<file path="config.mk">
export PLATFORM = sky130hd
export DESIGN_NAME = selective_repeat_sender_window
export DESIGN_NICKNAME = d
export VERILOG_FILES = /design/src/rtl/core/srsw_pkg.sv /design/src/rtl/core/selective_repeat_sender_window.sv /design/src/rtl/core/srsw_front.sv /design/src/rtl/core/srsw_back.sv
export VERILOG_INCLUDE_DIRS = /design/src /design/src/rtl/core
export SDC_FILE = /design/constraint.sdc
export NUM_CORES = 2
export LEC_CHECK = 0
export BUFFER_PORTS_ARGS = -buffer_cell sky130_fd_sc_hd__buf_2
export CORE_ASPECT_RATIO = 0.75
export CORE_MARGIN = 2
export CORE_UTILIZATION = 35
export CTS_CLUSTER_SIZE = 24
export DETAILED_ROUTE_END_ITERATION = 6
export SYNTH_ARGS = -nofsm -noshare
export SYNTH_HDL_FRONTEND = slang
export SYNTH_SLANG_ARGS = --single-unit
export TNS_END_PERCENT = 10
</file>
<file path="constraint.sdc">
create_clock -name clk -period 11.3 [get_ports clk]
set_input_delay 3.39 -clock clk [delete_from_list [all_inputs] [get_ports clk]]
set_output_delay 3.39 -clock clk [all_outputs]
set_load 0.005 [all_outputs]
</file>
<file path="src/rtl/core/selective_repeat_sender_window_macros.svh">
// assertion macros for the selective repeat sender window
`ifndef SELECTIVE_REPEAT_SENDER_WINDOW_MACROS_SVH
`define SELECTIVE_REPEAT_SENDER_WINDOW_MACROS_SVH
`ifndef SYNTHESIS
`define SRSW_ASSERT(label, clk, rst, prop, msg) \
  label: assert property (@(posedge clk) disable iff (rst) prop) else $error(msg);
`define SRSW_ASSERT_ALWAYS(label, clk, prop, msg) \
  label: assert property (@(posedge clk) prop) else $error(msg);
`else
`define SRSW_ASSERT(label, clk, rst, prop, msg)
`define SRSW_ASSERT_ALWAYS(label, clk, prop, msg)
`endif
`endif

</file>
<file path="src/rtl/core/srsw_pkg.sv">
// shared types and constants of the selective repeat sender window
package srsw_pkg;
  localparam int WindowMax = 32;
  localparam int SeqBits = 16;
  localparam int SlotBits = $clog2(WindowMax);
  localparam int WinBits = $clog2(WindowMax + 1);
  localparam logic [15:0] TimeoutReset = 16'd10;
  localparam logic [5:0] WindowReset = 6'd8;

  localparam logic [1:0] REQ_START = 2'd0;
  localparam logic [1:0] REQ_ACK = 2'd1;
  localparam logic [1:0] REQ_POLL = 2'd2;
  localparam logic [1:0] REQ_TICK = 2'd3;

  localparam logic [0:0] REG_WINDOW = 1'b0;
  localparam logic [0:0] REG_TIMEOUT = 1'b1;

  typedef struct packed {
    logic [1:0] req_type;
    logic [15:0] ack_seq;
    logic ack_negative;
    logic ack_error;
    logic [15:0] buffer_frames;
    logic final_buffer;
  } in_word_t;

  typedef struct packed {
    logic send_valid;
    logic [15:0] send_seq;
    logic end_of_transmission;
    logic last_of_pass;
    logic buffer_done;
  } out_word_t;

  typedef struct packed {
    logic [1:0] req_type;
    logic [SlotBits-1:0] slot;
    logic in_window;
    logic ack_negative;
    logic [15:0] buffer_frames;
    logic final_buffer;
  } cmd_t;
endpackage

</file>
<file path="src/rtl/core/selective_repeat_sender_window.sv">
// selective repeat sender window: a start, ack or tick word is taken only while nothing
// is queued and the back is idle; a poll slides past acked slots and scans the window,
// and can be held off by the result side; it returns one or more words, the last one
// marked last_of_pass, and the next input word is taken only after the poll has finished
module selective_repeat_sender_window (
  input  logic clk,
  input  logic rst,
  input  logic in_valid,
  output logic in_ready,
  input  srsw_pkg::in_word_t in_word,
  output logic out_valid,
  input  logic out_ready,
  output srsw_pkg::out_word_t out_word,
  input  logic psel,
  input  logic penable,
  input  logic pwrite,
  input  logic [2:2] paddr,
  input  logic [31:0] pwdata,
  output logic [31:0] prdata,
  output logic pready
);
  import srsw_pkg::*;
`include "selective_repeat_sender_window_macros.svh"
  logic [5:0] slot_count;
  logic [15:0] timeout_ticks;
  logic [WinBits-1:0] win;
  logic [15:0] window_base;
  logic cmd_valid, cmd_ready;
  cmd_t cmd;
  logic poll_go;

  assign pready = 1'b1;
  always_ff @(posedge clk) begin
    if (rst) begin
      slot_count <= WindowReset;
      timeout_ticks <= TimeoutReset;
    end else if (psel && penable && pwrite) begin
      if (paddr[2] == REG_WINDOW) slot_count <= pwdata[5:0];
      else timeout_ticks <= pwdata[15:0];
    end
  end
  assign prdata = (paddr[2] == REG_TIMEOUT) ? {16'd0, timeout_ticks} : {26'd0, slot_count};
  assign win = (slot_count == 6'd0) ? WinBits'(1) :
               (slot_count > 6'(WindowMax)) ? WinBits'(WindowMax) : slot_count;

  srsw_front u_front (.clk, .rst, .valid(in_valid), .ready(in_ready), .in_word,
    .window_base, .win, .cmd_valid, .cmd_ready, .cmd);
  srsw_back u_back (.clk, .rst, .cmd_valid, .cmd_ready, .cmd, .win, .timeout_ticks,
    .window_base, .out_valid, .out_ready, .out_word);

  assign poll_go = cmd_valid && cmd_ready && (cmd.req_type == REQ_POLL);

  `SRSW_ASSERT(a_out_hold, clk, rst, out_valid && !out_ready |=> out_valid, "output word dropped")
  `SRSW_ASSERT(a_out_stable, clk, rst, out_valid && !out_ready |=> $stable(out_word), "word changed")
  `SRSW_ASSERT(a_poll_busy, clk, rst, poll_go |=> !cmd_ready, "poll not started")
  `SRSW_ASSERT_ALWAYS(a_reset_quiet, clk, rst |=> !out_valid && !cmd_valid, "busy after reset")
endmodule

</file>
<file path="src/rtl/core/srsw_front.sv">
// front end: takes input words, classifies acks against the window, queues commands
module srsw_front (
  input  logic clk,
  input  logic rst,
  input  logic valid,
  output logic ready,
  input  srsw_pkg::in_word_t in_word,
  input  logic [15:0] window_base,
  input  logic [srsw_pkg::WinBits-1:0] win,
  output logic cmd_valid,
  input  logic cmd_ready,
  output srsw_pkg::cmd_t cmd
);
  import srsw_pkg::*;
  cmd_t q [2];
  logic [1:0] count;
  logic wr_ptr, rd_ptr;
  logic [16:0] diff;
  cmd_t c;
  logic push, pop;

  // words are taken only while the back is idle and nothing is queued, so the base is settled
  assign diff = {1'b0, in_word.ack_seq} - {1'b0, window_base};
  always_comb begin
    c.req_type = in_word.req_type;
    c.slot = diff[SlotBits-1:0];
    c.in_window = !diff[16] && (diff[15:0] < {{(16-WinBits){1'b0}}, win})
                  && !in_word.ack_error;
    c.ack_negative = in_word.ack_negative;
    c.buffer_frames = in_word.buffer_frames;
    c.final_buffer = in_word.final_buffer;
  end

  assign ready = (count == 2'd0) && cmd_ready;
  assign push = valid && ready;
  assign cmd_valid = count != 2'd0;
  assign cmd = q[rd_ptr];
  assign pop = cmd_valid && cmd_ready;

  always_ff @(posedge clk) begin
    if (push) q[wr_ptr] <= c;
    if (rst) begin
      count <= 2'd0;
      wr_ptr <= 1'b0;
      rd_ptr <= 1'b0;
    end else begin
      if (push) wr_ptr <= !wr_ptr;
      if (pop) rd_ptr <= !rd_ptr;
      count <= count + {1'b0, push} - {1'b0, pop};
    end
  end
endmodule

</file>
<file path="src/rtl/core/srsw_back.sv">
// back end: window state, slide and poll scan with output register
module srsw_back (
  input  logic clk,
  input  logic rst,
  input  logic cmd_valid,
  output logic cmd_ready,
  input  srsw_pkg::cmd_t cmd,
  input  logic [srsw_pkg::WinBits-1:0] win,
  input  logic [15:0] timeout_ticks,
  output logic [15:0] window_base,
  output logic out_valid,
  input  logic out_ready,
  output srsw_pkg::out_word_t out_word
);
  import srsw_pkg::*;
  localparam logic [1:0] ST_IDLE = 2'd0;
  localparam logic [1:0] ST_SLIDE = 2'd1;
  localparam logic [1:0] ST_SCAN = 2'd2;

  logic [1:0] state;
  logic [WindowMax-1:0] sent, acked, overdue;
  logic [31:0] stime [WindowMax];
  logic [15:0] frame_total;
  logic is_final;
  logic [31:0] tick_count;
  logic [WinBits-1:0] idx;
  logic done;
  logic hold_valid;
  out_word_t hold;

  logic [15:0] seq;
  logic [16:0] seq_p1;
  logic [31:0] elapsed;
  logic due, at_end, can_emit, slide_now;
  logic emit, step;
  out_word_t emit_word;

  assign cmd_ready = state == ST_IDLE;
  assign seq = window_base + {{(16-WinBits){1'b0}}, idx};
  assign seq_p1 = {1'b0, seq} + 17'd1;
  assign elapsed = tick_count - stime[idx[SlotBits-1:0]];
  assign at_end = (idx == win) || (seq >= frame_total);
  assign due = !sent[idx[SlotBits-1:0]] || (!acked[idx[SlotBits-1:0]] &&
               (overdue[idx[SlotBits-1:0]] || elapsed > {16'd0, timeout_ticks}));
  assign can_emit = !out_valid || out_ready;
  assign slide_now = acked[0] && (window_base != 16'hFFFF);

  // a pending send word is held back until the next due slot or the end of the scan so last_of_pass can be set on it
  assign emit = (state == ST_SCAN) && can_emit && (at_end || (due && hold_valid));
  assign step = (state == ST_SCAN) && !at_end && (!due || !hold_valid || can_emit);

  always_comb begin
    emit_word = hold;
    if (at_end) begin
      if (hold_valid) begin
        emit_word.last_of_pass = 1'b1;
      end else begin
        emit_word = '{send_valid: 1'b0, send_seq: 16'd0,
          end_of_transmission: 1'b0, last_of_pass: 1'b1, buffer_done: done};
      end
    end
  end

  always_ff @(posedge clk) begin
    if (rst) begin
      state <= ST_IDLE;
      sent <= '0;
      acked <= '0;
      overdue <= '0;
      window_base <= '0;
      frame_total <= '0;
      is_final <= 1'b0;
      tick_count <= '0;
      idx <= '0;
      done <= 1'b0;
      hold_valid <= 1'b0;
      hold <= '0;
    end else begin
      unique case (state)
        ST_IDLE: begin
          if (cmd_valid) begin
            case (cmd.req_type)
              REQ_START: begin
                frame_total <= cmd.buffer_frames;
                is_final <= cmd.final_buffer;
                window_base <= '0;
                sent <= '0;
                acked <= '0;
                overdue <= '0;
              end
              REQ_ACK: begin
                if (cmd.in_window) begin
                  if (!cmd.ack_negative) acked[cmd.slot] <= 1'b1;
                  else overdue[cmd.slot] <= 1'b1;
                end
              end
              REQ_TICK: tick_count <= tick_count + 32'd1;
              default: begin
                state <= ST_SLIDE;
                idx <= '0;
              end
            endcase
          end
        end
        ST_SLIDE: begin
          // one slot per cycle while the head is acked, the base is below 16'hFFFF and fewer than win slots have slid
          if (slide_now && (idx != win)) begin
            sent <= sent >> 1;
            acked <= acked >> 1;
            overdue <= overdue >> 1;
            for (int i = 0; i < WindowMax - 1; i++) stime[i] <= stime[i+1];
            window_base <= window_base + 16'd1;
            idx <= idx + WinBits'(1);
          end else begin
            state <= ST_SCAN;
            idx <= '0;
            hold_valid <= 1'b0;
            done <= window_base >= frame_total;
          end
        end
        ST_SCAN: begin
          if (at_end) begin
            if (can_emit) begin
              state <= ST_IDLE;
              hold_valid <= 1'b0;
            end
          end else if (step) begin
            if (due) begin
              sent[idx[SlotBits-1:0]] <= 1'b1;
              overdue[idx[SlotBits-1:0]] <= 1'b0;
              stime[idx[SlotBits-1:0]] <= tick_count;
              hold_valid <= 1'b1;
              hold <= '{send_valid: 1'b1, send_seq: seq,
                end_of_transmission: is_final && (seq_p1 == {1'b0, frame_total}),
                last_of_pass: 1'b0, buffer_done: done};
            end
            idx <= idx + WinBits'(1);
          end
        end
        default: state <= ST_IDLE;
      endcase
    end
  end

  always_ff @(posedge clk) begin
    if (rst) begin
      out_valid <= 1'b0;
      out_word <= '0;
    end else if (emit) begin
      out_valid <= 1'b1;
      out_word <= emit_word;
    end else if (out_ready) begin
      out_valid <= 1'b0;
    end
  end
endmodule
</file>
=== Word-level counts from Yosys, hierarchy flattened ===
Memory sizes are Yosys's and may differ from the RTL's. A register that Yosys moved wholly into a read port is not among the register bits.
Index checks and enable logic that the tools add are counted.

* Output and inout bits: 55
* Bits in writable memories: 1076
* Memories: 2
* Register bits after elaboration: 237
* Logic and storage cells: 219
* Bits of input ports: 77

{| class="wikitable"
|+ Memories
! name !! depth !! width !! read ports !! clocked after Yosys merged registers in !! wr ports !! RTL line !! source
|-
| u_back.stime || 32 || 32 || 32 || 1 || 31 || srsw_back.sv:22 || <nowiki>logic [31:0] stime [WindowMax];</nowiki>
|-
| u_front.q || 2 || 26 || 1 || 1 || 1 || srsw_front.sv:15 || <nowiki>cmd_t q [2];</nowiki>
|}

* Reductions and logical operators: 59
* Multiplexer cells: 81
* Magnitude comparators: 9
* Add/subtract/negate cells: 9
* Eq/ne operators: 25
* Bitwise gates (word level): 8

{| class="wikitable"
|+ Operators with widths
! operator !! count
|-
| $mux W32 || 18
|-
| $pmux W32 S2 || 3
|-
| $pmux W32 S3 || 2
|-
| $or A32 B32 Y32 || 3
|-
| $mux W16 || 4
|-
| $mux W6 || 7
|-
| $add A32 B1 Y32 const B || 1
|-
| $and A32 B32 Y32 || 1
|-
| $ge A16 B16 Y1 || 2
|-
| $gt A32 B16 Y1 || 1
|-
| $not A32 Y32 || 1
|-
| $pmux W16 S2 || 1
|-
| $reduce_or A32 Y1 || 1
|-
| $sub A32 B32 Y32 || 1
|-
| $mux W1 || 28
|-
| $mux W20 || 1
|-
| $logic_and A1 B1 Y1 || 18
|-
| $mux W18 || 1
|-
| $pmux W6 S3 || 1
|-
| $add A16 B1 Y17 const B || 1
|-
| $eq A17 B16 Y1 || 1
|-
| $sub A16 B16 Y17 || 1
|-
| $add A16 B1 Y16 const B || 1
|-
| $add A16 B6 Y16 || 1
|-
| 38 further kinds || 91
|}

=== Logic depth before layout (Yosys ltp) ===
* Depth in word-level cells: 16
* Gate-level depth with buffers: 32
* Gate-level depth less buffers: 25

=== Modules after synthesis ===
From an unflattened synthesis, not the netlist that was laid out.

* Cell total of the unflattened synthesis: 4999
* Area total of the unflattened synthesis: 70537.7 sq um

{| class="wikitable"
|+ By module, submodules not included
! module !! cells an instance !! area an instance (sq um) !! sequential area each (sq um) !! times used
|-
| srsw_back || 4589 || 66020.8 || 35073.6 || 1
|-
| srsw_front || 273 || 3216.8 || 1661.6 || 1
|-
| selective_repeat_sender_window || 137 || 1300.0 || 440.4 || 1
|}

=== Worst setup path before layout ===
Ideal clock, no wire load.

* Path type: reg-to-reg
* From: reg (tool-made name)
* To: mem u_back.stime[31][0] (enable)
* Library setup time: 461 ps
* Clock period less this slack: 8664 ps
* Data arrival time: 8203 ps
* Data required time: 10839 ps
* Buffers on the path: 6
* Slack: 2636 ps
* Cell stages (with the launch flop): 31
* Cells stage by stage: dfxtp_1 buf_6 buf_6 clkbuf_1 buf_1 mux4_2 mux4_2 mux2i_1 ha_1 a21oi_1 nand2_1 o21ai_0 nand2_1 a21o_1 a21oi_1 o21ai_0 a21oi_1 xnor2_1 ha_1 nand4_1 nor3_1 mux2_2 o31ai_1 nand2_1 or4b_1 nor4_2 nand4_4 nand2_4 buf_6 buf_2 nor3_1

{| class="wikitable"
|+ RTL lines
! element !! RTL line
|-
| end, declared || srsw_back.sv:22
|}

==> impl_metrics.csv <==
group,metric,value,unit
critical_path,max_stage_delay,820,ps
timing,timing.hold.ws,455.1,ps
drt,num_vias,43900,
worst_hold_path,holdPathStages,2,
pwr,pwr-share-seq,47.3,%
critical_path,r2r_setup_slack,1100,ps
placed_design,place.port_buffers,98,
critical_path,rr_endpoint,"u_back.stime[19][13]",
synthesis,syn_area_per_cell,14.70,um^2
drt,drt_iter0_markers,4587,
pwr,p_leak,30.26,nW
cts,clkLatencyLatePin,820,ps
status,status,"finished clean",
cells_and_area,layout.nets,5189,
global_routing,grt_pass1_vias,43390,
synthesis,synth_warnings,0,
pwr,combPwrFrac,10.5,%
pwr,p_int,0.008368,W
synthesis,synthFlopType,"edfxtp_1",
drt,dr.pass1.iters,5,
cts,cts_setup_buffers,0,
floorplanning,ioPinCount,132,
worst_hold_path,hold_class,"flop to flop",
placed_design,dpl_cell_area,76670,um^2
run,drv_cap,0,
critical_path,worstSetupEndpointType,"flop",
floorplanning,core-area,210600,um^2
cells_and_area,area_growth,10.04,%
cts,numClockSinks,1319,
pwr,p_per_area,139.7,nW/um^2
timing,fin_crit_sh,90.22,%
synthesis,synthCells,5036,
timing,fin_skew,55.13,ps
timing,fmax,0.09808,GHz
synthesis,async_reset_ff_share,0,%
cts,htreeDepth,4,
cells_and_area,drive_above_1_share,36.22,%
drt,detail_route.wl_per_cell,25.09,um
pwr,switching_share,26.46,%
critical_path,crit_family,"simple AND/OR/NAND/NOR gates",
synthesis,ys_ff_latch,1319,
cts,root_buffer,"clkbuf_16",
global_routing,grtUsageTotal,18.12,%
synthesis,ys_types,91,
timing,slew_headroom,9.202,%
critical_path,crit_slowest_cell,"dfxtp_4",
pwr,peakVddDrop,0.0001436,V
critical_path,cp_max_fo,35,
synthesis,seq_area_frac_synth,50.23,%
timing,slew_viol_final,0,
synthesis,synth.area.top_cells,"edfxtp_1 (44%), mux2_4 (16%), mux4_2 (10%)",
timing,tns,0,ps
cts,cts_hold_buf,0,
critical_path,critPathArrivalTime,10760,ps
timing,fin_crit,10200,ps
cells_and_area,fillers,19320,
floorplanning,fp.dieH,402.3,um
timing,setup_ws,1105,ps
critical_path,rr_worst_depth,26,
pwr,p_clk_share,42.2,%
cts,cts_tree,"done",
cts,clk_pin_slew,60,ps
drt,drc_errors,0,
critical_path,crit_required,11870,ps
timing,rsz0062_at_grt,"false",
global_routing,grt_pass1_wl,295100,um
global_routing,overflow,0,
placed_design,hpwl,135100,um
worst_hold_path,hold_end,"timeout_ticks[15]",
timing,final_hold_viol_count,0,
floorplanning,die_area,215200,um^2
timing,setup_violations,0,
cts,clockBufferDepth,3,
placed_design,pre_cts_ws,1194,ps
drt,viasPerCell,5.545,
placed_design,gp_routability_congestion,0.9041,
synthesis,synth_area,74020,um^2
critical_path,worst_setup_path_start_kind,"flop",
global_routing,antenna_found_initial,6,
drt,routed_wl,198700,um
worst_hold_path,holdCritStartpoint,"timeout_ticks[15]",
pwr,power,0.01138,W
drt,drtAntennaViolNets,0,
floorplanning,die_w,535.0,um
critical_path,critPathBufInv,2,
timing,worst_pin_slew,1328,ps
floorplanning,start_util,35.14,%
synthesis,synth_top_cell_by_area,"edfxtp_1",
cts,cts_resized,0,
synthesis,synth_edf_count,1076,
cts,cts_buffers,147,
pwr,switchingPower,0.003010,W
synthesis,synth.top_cell.area_share,43.65,%
cells_and_area,stdcell_area,81450,um^2
floorplanning,rows,146,
global_routing,grt_max_degree,70,
critical_path,path_class,"flop to flop",
[final cells by class]
cell class | count | area, um^2 | share of cell area (%)
well taps | 2812 | 3518 | 4.320
inverters | 97 | 364.1 | 0.4470
clock inverters | 68 | 784.5 | 0.9632
repair buffers | 250 | 1876 | 2.303
diodes | 1 | 2.502 | 0.003072
clock buffers | 198 | 3991 | 4.900
flip-flops and latches | 1319 | 37190 | 45.66
multi-input cells | 3173 | 33720 | 41.40
[worst max-delay path by stage]
stage                     slack (ps)  depth (start not counted)                    to
after detailed placement        1190                         26  u_back.stime[19][13]
after CTS                       1220                         26   u_back.stime[19][7]
final                           1100                         26  u_back.stime[19][13]
after global routing             900                         27   u_back.stime[19][7]
after floorplan                 2640                         30   u_back.stime[31][0]
after global placement          1210                         27  u_back.stime[19][12]
[sequential cells by signal, indices dropped and copies added, names as in the netlist, named ones only]
name,cells
slot_count,6
timeout_ticks,16
u_back.acked,32
u_back.done,1
u_back.frame_total,16
u_back.hold,19
u_back.hold_valid,1
u_back.idx,6
u_back.is_final,1
u_back.out_valid,1
u_back.out_word,20
u_back.overdue,32
u_back.sent,32
u_back.state,2
u_back.stime,1024
u_back.tick_count,32
u_back.window_base,16
u_front.count,2
u_front.q,52
u_front.rd_ptr,1
u_front.wr_ptr,1
[per-stage QoR]
step           instances  utilization [%]
2_1_floorplan       5051                -
3_3_place_gp        7651            36.40
3_5_place_dp        7651            36.40
4_1_cts             7917            38.67
5_1_grt             7917            38.67
6_report            7918            38.67
[layer usage]
layer	GRT usage [%]	vias to the layer above	wire length (um)
met5	0	-	13
met4	4.413	2	4286
met3	3.339	236	13010
met2	26.61	1507	86260
met1	27.37	22750	95100
li1	-	19410	-
[cells in the final DEF (no fill, tap or decap), types with 43 or more instances in the layout]
| master | Yosys | routed |
|---|---|---|
| a211oi_1 | 121 | 120 |
| a21oi_1 | 166 | 164 |
| a31oi_1 | 70 | 69 |
| buf_2 | 19 | 97 |
| buf_4 | 50 | 133 |
| clkbuf_16 | 0 | 148 |
| dfxtp_1 | 243 | 237 |
| edfxtp_1 | 1076 | 1076 |
| ha_1 | 121 | 120 |
| inv_1 | 94 | 94 |
| mux2_2 | 195 | 195 |
| mux2_4 | 783 | 783 |
| mux2i_1 | 117 | 117 |
| mux4_2 | 328 | 328 |
| nand2_1 | 322 | 302 |
| nand3_1 | 56 | 56 |
| nor2_1 | 183 | 181 |
| nor3_1 | 44 | 43 |
| o21ai_0 | 129 | 129 |
| xnor2_1 | 70 | 70 |
[worst register-to-register path, stage by stage (launching register included)]
cell      delay (ps)
dfxtp_4          820
buf_12           370
mux4_2           620
mux4_2           550
mux2_2           290
ha_1             220
fa_1             430
nand2b_1         180
a21oi_1          500
nor2_1           160
o21ai_0          410
a21o_1           190
a21oi_1           70
xnor2_1          240
ha_1             310
nand4_1          300
a31oi_1          220
a211oi_1         650
o32ai_1          200
nand2b_1         180
or4b_1           490
nor4_2           440
nand4_4          310
nand2_4          420
or3_2            660
buf_4            400
mux2_4           330
[cells by family (layout without fill, tap and decap cells)]
logic type / after synthesis / after routing / share of synthesized area [%]
flip-flops: 1319 / 1319 / 50.23
AO/OA/AOI/OAI: 673 / 673 / 5.966
buffers and inverters: 559 / 613 / 4.507
AND/OR/NAND/NOR: 798 / 798 / 5.021
other: 2 / 18 / 0.01015
XOR/XNOR: 109 / 109 / 1.290
multiplexers: 1452 / 1452 / 30.85
adder cells (fa/ha/maj): 124 / 124 / 2.127
[power by group through the flow]
stage / combinational [W] / sequential [W] / clock (W)
global route: 0.00128 / 0.00540 / 0.00508
floorplan: 0.000816 / 0.00544 / 0
detailed placement: 0.00116 / 0.00549 / 0
CTS: 0.00117 / 0.00538 / 0.00490
finish: 0.00119 / 0.00539 / 0.00480
global placement: 0.00115 / 0.00548 / 0
[Yosys cell counts, types with 9 or more instances]
cell / number
ha_1: 121
a31oi_1: 70
xor2_1: 39
nand4_1: 27
a21o_1: 27
nor2_1: 183
buf_2: 19
or3_1: 43
mux2_1: 29
buf_8: 73
and2_1: 13
nor3_1: 44
clkbuf_1: 250
a32o_1: 33
mux2i_1: 117
buf_4: 50
dfxtp_1: 243
mux2_4: 783
buf_1: 42
mux2_2: 195
mux4_2: 328
o21a_1: 13
buf_6: 27
nand3_1: 56
a21oi_1: 166
nand2b_1: 22
nor2b_1: 24
edfxtp_1: 1076
and3_1: 18
a211oi_1: 121
o22ai_1: 9
a21boi_0: 9
o211ai_1: 16
nand2_1: 322
xnor2_1: 70
o31ai_1: 9
o21ai_0: 129
inv_1: 94
Note: power is estimated with default switching activity, not from simulation.
